`src/sv/ltg_pkg.sv`:
```
package ltg_pkg;

   localparam int KIND_W      = 2;
   localparam int ADDR_W      = 17;
   localparam int VALUE_W     = 16;
   localparam int X_W         = 9;
   localparam int Y_W         = 8;
   localparam int COLOR_W     = 16;
   localparam int TRIG_W      = 16;
   localparam int YAW_W       = 17;
   localparam int GAIN_W      = 9;
   localparam int CSR_INDEX_W = 3;
   localparam int CSR_DATA_W  = 17;

   localparam int DELTA_W     = 12;
   localparam int PROD_W      = 28;
   localparam int SUM_W       = 29;
   localparam int LOC_W       = 14;
   localparam int FRAC_BITS   = 15;
   localparam int U_LSB       = 7;

   localparam int CH_W        = 8;
   localparam int CH_MAX      = 255;
   localparam int GLOW_STEP   = 40;
   localparam int GLOW_RED_MUL   = 7;
   localparam int GLOW_RED_SHIFT = 3;
   localparam int GAIN_SHIFT  = 8;
   localparam int SCALED_W    = CH_W + GAIN_W;

   typedef enum logic [KIND_W-1:0] {
      KIND_LENS   = 2'd0,
      KIND_TEXEL  = 2'd1,
      KIND_RENDER = 2'd2
   } kind_type;

   typedef enum logic [CSR_INDEX_W-1:0] {
      CSR_ROT_COS = 3'd0,
      CSR_ROT_SIN = 3'd1,
      CSR_YAW     = 3'd2,
      CSR_GAIN    = 3'd3,
      CSR_SHADOW  = 3'd4
   } csr_index_type;

   typedef struct packed {
      logic               valid;
      logic [KIND_W-1:0]  kind;
      logic [ADDR_W-1:0]  addr;
      logic [VALUE_W-1:0] value;
      logic [X_W-1:0]     x;
      logic [Y_W-1:0]     y;
   } item_type;

   typedef struct packed {
      logic           valid;
      logic           black;
      logic [2:0]     near;
      logic [X_W-1:0] x;
      logic [Y_W-1:0] y;
   } shade_ctl_type;

endpackage

```
`src/sv/ltg_shade.sv`:
```
module ltg_shade (
   input  logic                          clock,
   input  logic                          reset,
   input  logic                          en,
   input  ltg_pkg::shade_ctl_type        ctl_in,
   input  logic [15:0]                   c0,
   input  logic [15:0]                   c1,
   input  logic [7:0]                    fr,
   input  logic [ltg_pkg::GAIN_W-1:0]    gain,
   output ltg_pkg::shade_ctl_type        ctl_out,
   output logic [ltg_pkg::SCALED_W-1:0]  red_out,
   output logic [ltg_pkg::SCALED_W-1:0]  green_out,
   output logic [ltg_pkg::SCALED_W-1:0]  blue_out
);
   import ltg_pkg::*;

   localparam int PRD_W = 18;

   function automatic logic [CH_W-1:0] exp5(input logic [4:0] c);
      return {c, c[4:2]};
   endfunction

   function automatic logic [CH_W-1:0] exp6(input logic [5:0] c);
      return {c, c[5:4]};
   endfunction

   function automatic logic signed [PRD_W-1:0] dprod(input logic [CH_W-1:0] a,
                                                    input logic [CH_W-1:0] b,
                                                    input logic [7:0] f);
      logic signed [CH_W:0] d;
      logic signed [PRD_W-1:0] p;
      d = $signed({1'b0, b}) - $signed({1'b0, a});
      p = d * $signed({1'b0, f});
      return p;
   endfunction

   // lerp toward zero, add glow, clamp, scale by gain
   function automatic logic [SCALED_W-1:0] blend(input logic [CH_W-1:0] base,
                                                 input logic signed [PRD_W-1:0] p,
                                                 input logic [CH_W-1:0] glow,
                                                 input logic [GAIN_W-1:0] g);
      logic signed [PRD_W-1:0] adj;
      logic signed [PRD_W-1:0] sum;
      logic [CH_W-1:0] cl;
      adj = p + (p[PRD_W-1] ? PRD_W'(CH_MAX) : PRD_W'(0));
      sum = (adj >>> 8) + $signed(PRD_W'(base)) + $signed(PRD_W'(glow));
      if (sum > $signed(PRD_W'(CH_MAX))) begin
         cl = CH_W'(CH_MAX);
      end else begin
         cl = sum[CH_W-1:0];
      end
      return SCALED_W'(cl) * SCALED_W'(g);
   endfunction

   shade_ctl_type           ctl_a_ff;
   logic [CH_W-1:0]         r0_ff, g0_ff, b0_ff;
   logic signed [PRD_W-1:0] pr_ff, pg_ff, pb_ff;
   shade_ctl_type           ctl_b_ff;
   logic [SCALED_W-1:0]     r_ff, g_ff, b_ff;

   logic [CH_W-1:0] r0_in, g0_in, b0_in;
   logic [CH_W-1:0] glow_in, glow_red_in;

   assign r0_in = exp5(c0[15:11]);
   assign g0_in = exp6(c0[10:5]);
   assign b0_in = exp5(c0[4:0]);
   assign glow_in     = CH_W'(GLOW_STEP * 32'(ctl_a_ff.near));
   assign glow_red_in = CH_W'((GLOW_RED_MUL * 32'(glow_in)) >> GLOW_RED_SHIFT);

   always_ff @(posedge clock) begin
      if (reset) begin
         ctl_a_ff <= '0;
         ctl_b_ff <= '0;
      end else if (en) begin
         ctl_a_ff <= ctl_in;
         ctl_b_ff <= ctl_a_ff;
      end
   end

   always_ff @(posedge clock) begin
      if (en) begin
         r0_ff <= r0_in;
         g0_ff <= g0_in;
         b0_ff <= b0_in;
         pr_ff <= dprod(r0_in, exp5(c1[15:11]), fr);
         pg_ff <= dprod(g0_in, exp6(c1[10:5]), fr);
         pb_ff <= dprod(b0_in, exp5(c1[4:0]), fr);
         r_ff  <= blend(r0_ff, pr_ff, glow_red_in, gain);
         g_ff  <= blend(g0_ff, pg_ff, glow_in, gain);
         b_ff  <= blend(b0_ff, pb_ff, glow_in, gain);
      end
   end

   assign ctl_out   = ctl_b_ff;
   assign red_out   = r_ff;
   assign green_out = g_ff;
   assign blue_out  = b_ff;

endmodule

```
`config.mk`:
```
export PLATFORM = sky130hd
export DESIGN_NAME = ltg_shade
export DESIGN_NICKNAME = d
export VERILOG_FILES = /design/src/sv/ltg_pkg.sv /design/src/sv/ltg_shade.sv
export SDC_FILE = /design/constraint.sdc
export NUM_CORES = 1
export LEC_CHECK = 0
export ABC_AREA = 1
export CAP_MARGIN = 25
export CORE_MARGIN = 2
export CORE_UTILIZATION = 40
export CTS_CLUSTER_SIZE = 12
export DETAILED_ROUTE_END_ITERATION = 8
export DONT_BUFFER_PORTS = 1
export PLACE_DENSITY = 0.65
export SKIP_LAST_GASP = 1
export SLEW_MARGIN = 15
export SYNTH_ARGS = -nofsm -noshare
export SYNTH_HDL_FRONTEND = slang
export SYNTH_SLANG_ARGS = --single-unit
```
`constraint.sdc`:
```
create_clock -name clock -period 9.01 [get_ports clock]
set_clock_uncertainty 0.15 [all_clocks]
set_input_delay 0.901 -clock clock [delete_from_list [all_inputs] [get_ports clock]]
set_output_delay 0.901 -clock clock [all_outputs]
set_load 0.005 [all_outputs]
```
# Word level (Yosys, flattened, before mapping)
# Cells that the tools add are included.
# totals
ramBits	0
out_inout_bits	73
latchBits	0
n_memories	0
inputBits	74
elab_cells	51
rom_bits	0
reg_bits	173
# op_classes
n_div	0
n_addsub	12
bitwise_logic	0
multipliers	8
muxes	9
shifts	0
eq_ne	0
n_reduce_logical	0
magnitude_cmp	3
# ops
cell	count
two-way mux 8 bit	9
adder 18 x 9 -> 18 bit	3
multiplier 9 x 9 -> 18 bit	3
multiplier 8 x 9 -> 17 bit	3
adder 11 x 9 -> 12 bit	3
greater-than comparator 12 x 9 -> 1 bit (second input constant)	3
adder 10 x 9 -> 11 bit	3
subtractor 8 x 8 -> 9 bit	3
multiplier 3 x 5 -> 8 bit (first input constant)	1
multiplier 3 x 3 -> 5 bit (first input constant)	1

# Longest topological paths before layout
# depth
word_depth	8
depth_mapped	42
ltp_nobuf	42

# Worst setup path after synthesis
# Ideal clock, no wire load.
# synth_path
path_type	register to register
from	register ctl_a_ff[17] (netlist bit)
to	register r_ff[12] (netlist: red_out[12]) (data pin)
setup_time_ns	0.259
required_time_ns	8.601
period_less_slack_ns	7.420
path_slack_ns	1.590
arrival_ns	7.011
n_path_buf	1
path_stages_with_launch	37
cell_sequence	dfxtp_1 -> ha_1 -> nand2_1 -> xor2_4 -> inv_1 -> nand2_1 -> nand2_1 -> ha_1 -> inv_1 -> nor3b_1 -> nand2_1 -> nand2_1 -> nand2_1 -> fa_1 -> inv_1 -> ha_1 -> a21oi_1 -> a21boi_2 -> nand3_1 -> a21o_1 -> buf_6 -> nand3_4 -> nand2_1 -> fa_1 -> fa_1 -> inv_1 -> fa_1 -> inv_1 -> fa_1 -> inv_1 -> ha_1 -> a21o_1 -> a21oi_1 -> o21ai_0 -> nand3_1 -> nand2_1 -> xor2_1
# synth_via
elab_chain_len	7
# synth_lines
item	line	source
from (decl)	ltg_shade.sv:55	shade_ctl_type ctl_a_ff;
from (signal assigned)	ltg_shade.sv:75	ctl_a_ff <= ctl_in;
multiplier 3 x 3 -> 5 bit *	ltg_shade.sv:67	assign glow_in = CH_W'(GLOW_STEP * 32'(ctl_a_ff.near));
multiplier 3 x 5 -> 8 bit *	ltg_shade.sv:68	assign glow_red_in = CH_W'((GLOW_RED_MUL * 32'(glow_in)) >> GLOW_RED_SHIFT);
adder 11 x 9 -> 12 bit *	ltg_shade.sv:46	sum = (adj >>> 8) + $signed(PRD_W'(base)) + $signed(PRD_W'(glow));
greater-than comparator 12 x 9 -> 1 bit	ltg_shade.sv:47	if (sum > $signed(PRD_W'(CH_MAX))) begin
two-way mux 8 bit *	ltg_shade.sv:47	
two-way mux 8 bit *	ltg_shade.sv:81	if (en) begin
multiplier 8 x 9 -> 17 bit *	ltg_shade.sv:52	return SCALED_W'(cl) * SCALED_W'(g);
to (signal assigned)	ltg_shade.sv:88	r_ff <= blend(r0_ff, pr_ff, glow_red_in, gain);
to (decl)	ltg_shade.sv:59	logic [SCALED_W-1:0] r_ff, g_ff, b_ff;
# Every way passes the cells marked *; elsewhere a longest branch is shown, timed or not. The select of a mux whose other input is x is not followed.
# A chain may end at the register's enable or synchronous reset.

# Worst setup path after layout
# Same ends and word-level chain as after synthesis.

==> results.py <==
metrics = {
    "placed_design": {
        "dpl-instance-area_mm2": 0.0256,
        "dp_hpwl_mm": 45.0,
        "placed_cells": 3748,
        "place_ws_ps": 719,
        "place_congestion": 0.876,
        "numPortBuffers": 0,
    },
    "timing": {
        "max_freq_mhz": 121,
        "tns_ps": 0,
        "timing.final.ws_setup_ps": 724,
        "slew_violations": 0,
        "worst_pin_slew_ps": 969,
        "fin_crit_ps": 8290,
        "worst_slew_margin_rel_pct": 35.3,
        "min_period_over_period_pct": 92.0,
        "finalSetupViolCount": 0,
        "rsz0062_at_grt": "no",
        "hold_viol": 0,
    },
    "job": {
        "cap_violations": 0,
    },
    "clock_network": {
        "h-tree-depth": 4,
        "cts_resized": 0,
        "clockBufferDepth": 2,
        "cts_setup_buffers": 0,
        "cts_sinks": 165,
        "clk_latency_ps": 460,
        "numCtsBuffers": 17,
        "cts_tree": "built",
        "cts-root-buf": "clkbuf_16",
        "hold_buffers": 0,
        "clkTransAtPathRegs_ps": 80,
    },
    "floorplanning": {
        "dieArea_mm2": 0.0644,
        "rows": 91,
        "fp.coreArea_mm2": 0.0617,
        "start_util_pct": 40.4,
        "die_w_um": 254,
        "io_pins": 147,
        "die_h_um": 254,
    },
    "yosys": {
        "ys_ff_latch": 165,
        "yosysWarningCount": 0,
        "synth_nets": 3680,
        "synth_enable_flop_cells": 121,
        "async_flop_share_pct": 0,
        "syn-cell-area_mm2": 0.0249,
        "ys_seq_area_share_pct": 18.1,
        "avgSynthCellArea_um2": 8.37,
        "synth_cell_types": 49,
        "synth_ff_type": "edfxtp_1",
        "synthCells": 2982,
    },
    "grt": {
        "grt_pass1_wl_mm": 89.7,
        "grtUsageTotal_pct": 17.3,
        "grt_pass1_vias": 18000,
        "grt.overflow.total": 0,
        "antenna_found_initial": 6,
        "grt_max_degree": 167,
    },
    "worst_setup_path": {
        "cp.arrival_ps": 8350,
        "slowest_stage": "dfxtp_1",
        "worst-setup-path-type": "reg -> reg",
        "reg2regPathDepth": 36,
        "end_kind": "flop",
        "crit_required_ps": 9080,
        "cpPeakStageDelay_ps": 570,
        "crit_path_frequent_cell": "nand2_1",
        "critPathMaxFanout": 9,
        "startpoint_type": "flop",
    },
    "final_layout": {
        "nets": 3628,
        "stdcell_count": 3781,
        "final_cell_area_mm2": 0.0262,
        "area_delta_synth_final_pct": 5.21,
        "drive_gt1_share_pct": 2.65,
        "fill_cells": 6180,
    },
    "drt": {
        "wire_per_inst_um": 14.5,
        "drtAntennaViolNets": 0,
        "route.detailed.drc": 0,
        "drt_iter0_drc": 931,
        "viasPerCell": 4.80,
        "routed_wl_mm": 54.6,
        "vias": 18100,
        "dr.pass1.iters": 5,
    },
    "status": {
        "status": "complete, no violations",
    },
    "worst_hold_path": {
        "worst_hold_path_type": "reg -> reg",
        "hold_depth": 2,
    },
}
metrics by stage:
step	hold WS, ps	util, %
6_report	301	42.5
5_1_grt	320	42.5
4_1_cts	306	42.5
3_5_place_dp	296	41.5
3_3_place_gp	294	41.5
2_1_floorplan	286	-
layer usage:
| metal | up-vias | routed length, um | track usage, % | share of wire (%) |
|---|---|---|---|---|
| li1 | 9108 | - | - | - |
| met1 | 8645 | 24700 | 22.3 | 45 |
| met2 | 315 | 26500 | 29.9 | 48 |
| met3 | 59 | 2560 | 3.28 | 4.7 |
| met4 | 12 | 888 | 4.29 | 1.6 |
| met5 | - | 72 | 0 | 0.13 |
final cells by class:
cell class	count	area, um^2	area share [%]
Tap cell	837	1050	3.99
Inverter	723	2720	10.3
Antenna cell	1	2.50	0.00953
Sequential cell	165	4510	17.2
Multi-Input combinational cell	2022	17300	66.0
Clock buffer	17	425	1.62
Clock inverter	15	209	0.796
Timing Repair Buffer	1	7.51	0.0286
state kept, by name, summed over array words and instances (netlist names):
signal and flops:
red_out 17, pb_ff 18, r0_ff 5, b0_ff 5, green_out 17, ctl_out 22
pr_ff 18, ctl_a_ff 22, pg_ff 18, blue_out 17, g0_ff 6
worst max-delay path: cells and delay by family (launching register included):
family / cells / cell delay (ps)
xor+xnor: 2 / 420
fa+ha+maj: 9 / 3760
buf+inv: 6 / 370
compound gates: 6 / 1450
flops: 1 / 570
simple gates: 13 / 1290
worst paths after layout:
kind | start | to | slack [ps]
setup / recovery | ctl_a_ff[17] | red_out[12] | 720
hold / removal | ctl_a_ff[7] | ctl_out[7] | 300
setup reg to reg | ctl_a_ff[17] | red_out[12] | 720
hold reg to reg | ctl_a_ff[7] | ctl_out[7] | 300
cells in the final DEF (no fill, tap or decap), drive strengths merged, types with 2 or more instances in the layout:
master / netlist / layout
o2111ai: 6 / 6
nand2: 562 / 562
clkbuf: 42 / 17
a21boi: 4 / 4
xnor2: 61 / 61
o211ai: 3 / 3
nor2: 168 / 168
o21ai: 44 / 44
clkinv: 8 / 14
a221oi: 2 / 2
o21bai: 11 / 11
nand3b: 5 / 5
ha: 297 / 297
nand4: 24 / 24
a21oi: 278 / 278
nand3: 88 / 88
nor3: 18 / 18
fa: 327 / 327
or2: 8 / 8
o21a: 2 / 2
a31oi: 2 / 2
a21o: 14 / 14
dfxtp: 44 / 44
inv: 715 / 724
a211oi: 10 / 10
o31ai: 4 / 4
xor2: 82 / 82
edfxtp: 121 / 121
Yosys cell counts (all sizes together) (42+ instances only):
cell / number / area [um^2]
fa: 327 / 6550
edfxtp: 121 / 3630
dfxtp: 44 / 881
xor2: 82 / 744
inv: 715 / 2680
a21oi: 278 / 1420
clkbuf: 42 / 158
xnor2: 61 / 534
nand2: 562 / 2150
nor2: 168 / 633
ha: 297 / 3720
nand3: 88 / 551
o21ai: 44 / 220
cell families (layout without fill, tap and decap cells):
family	count (synthesis)	after routing	synth area share [%]
other	0	1	0
xor gates and xnor gates	143	143	5.13
AOI/OAI and AO/OA	381	381	8.41
and+or+nand+nor	874	874	14.8
DFF	165	165	18.1
adders and majority gates	624	624	41.1
buffers and inverters	795	756	12.5
Power is not shown: default switching activity piles up to over one toggle a cycle in this logic, so the estimate is an artifact.
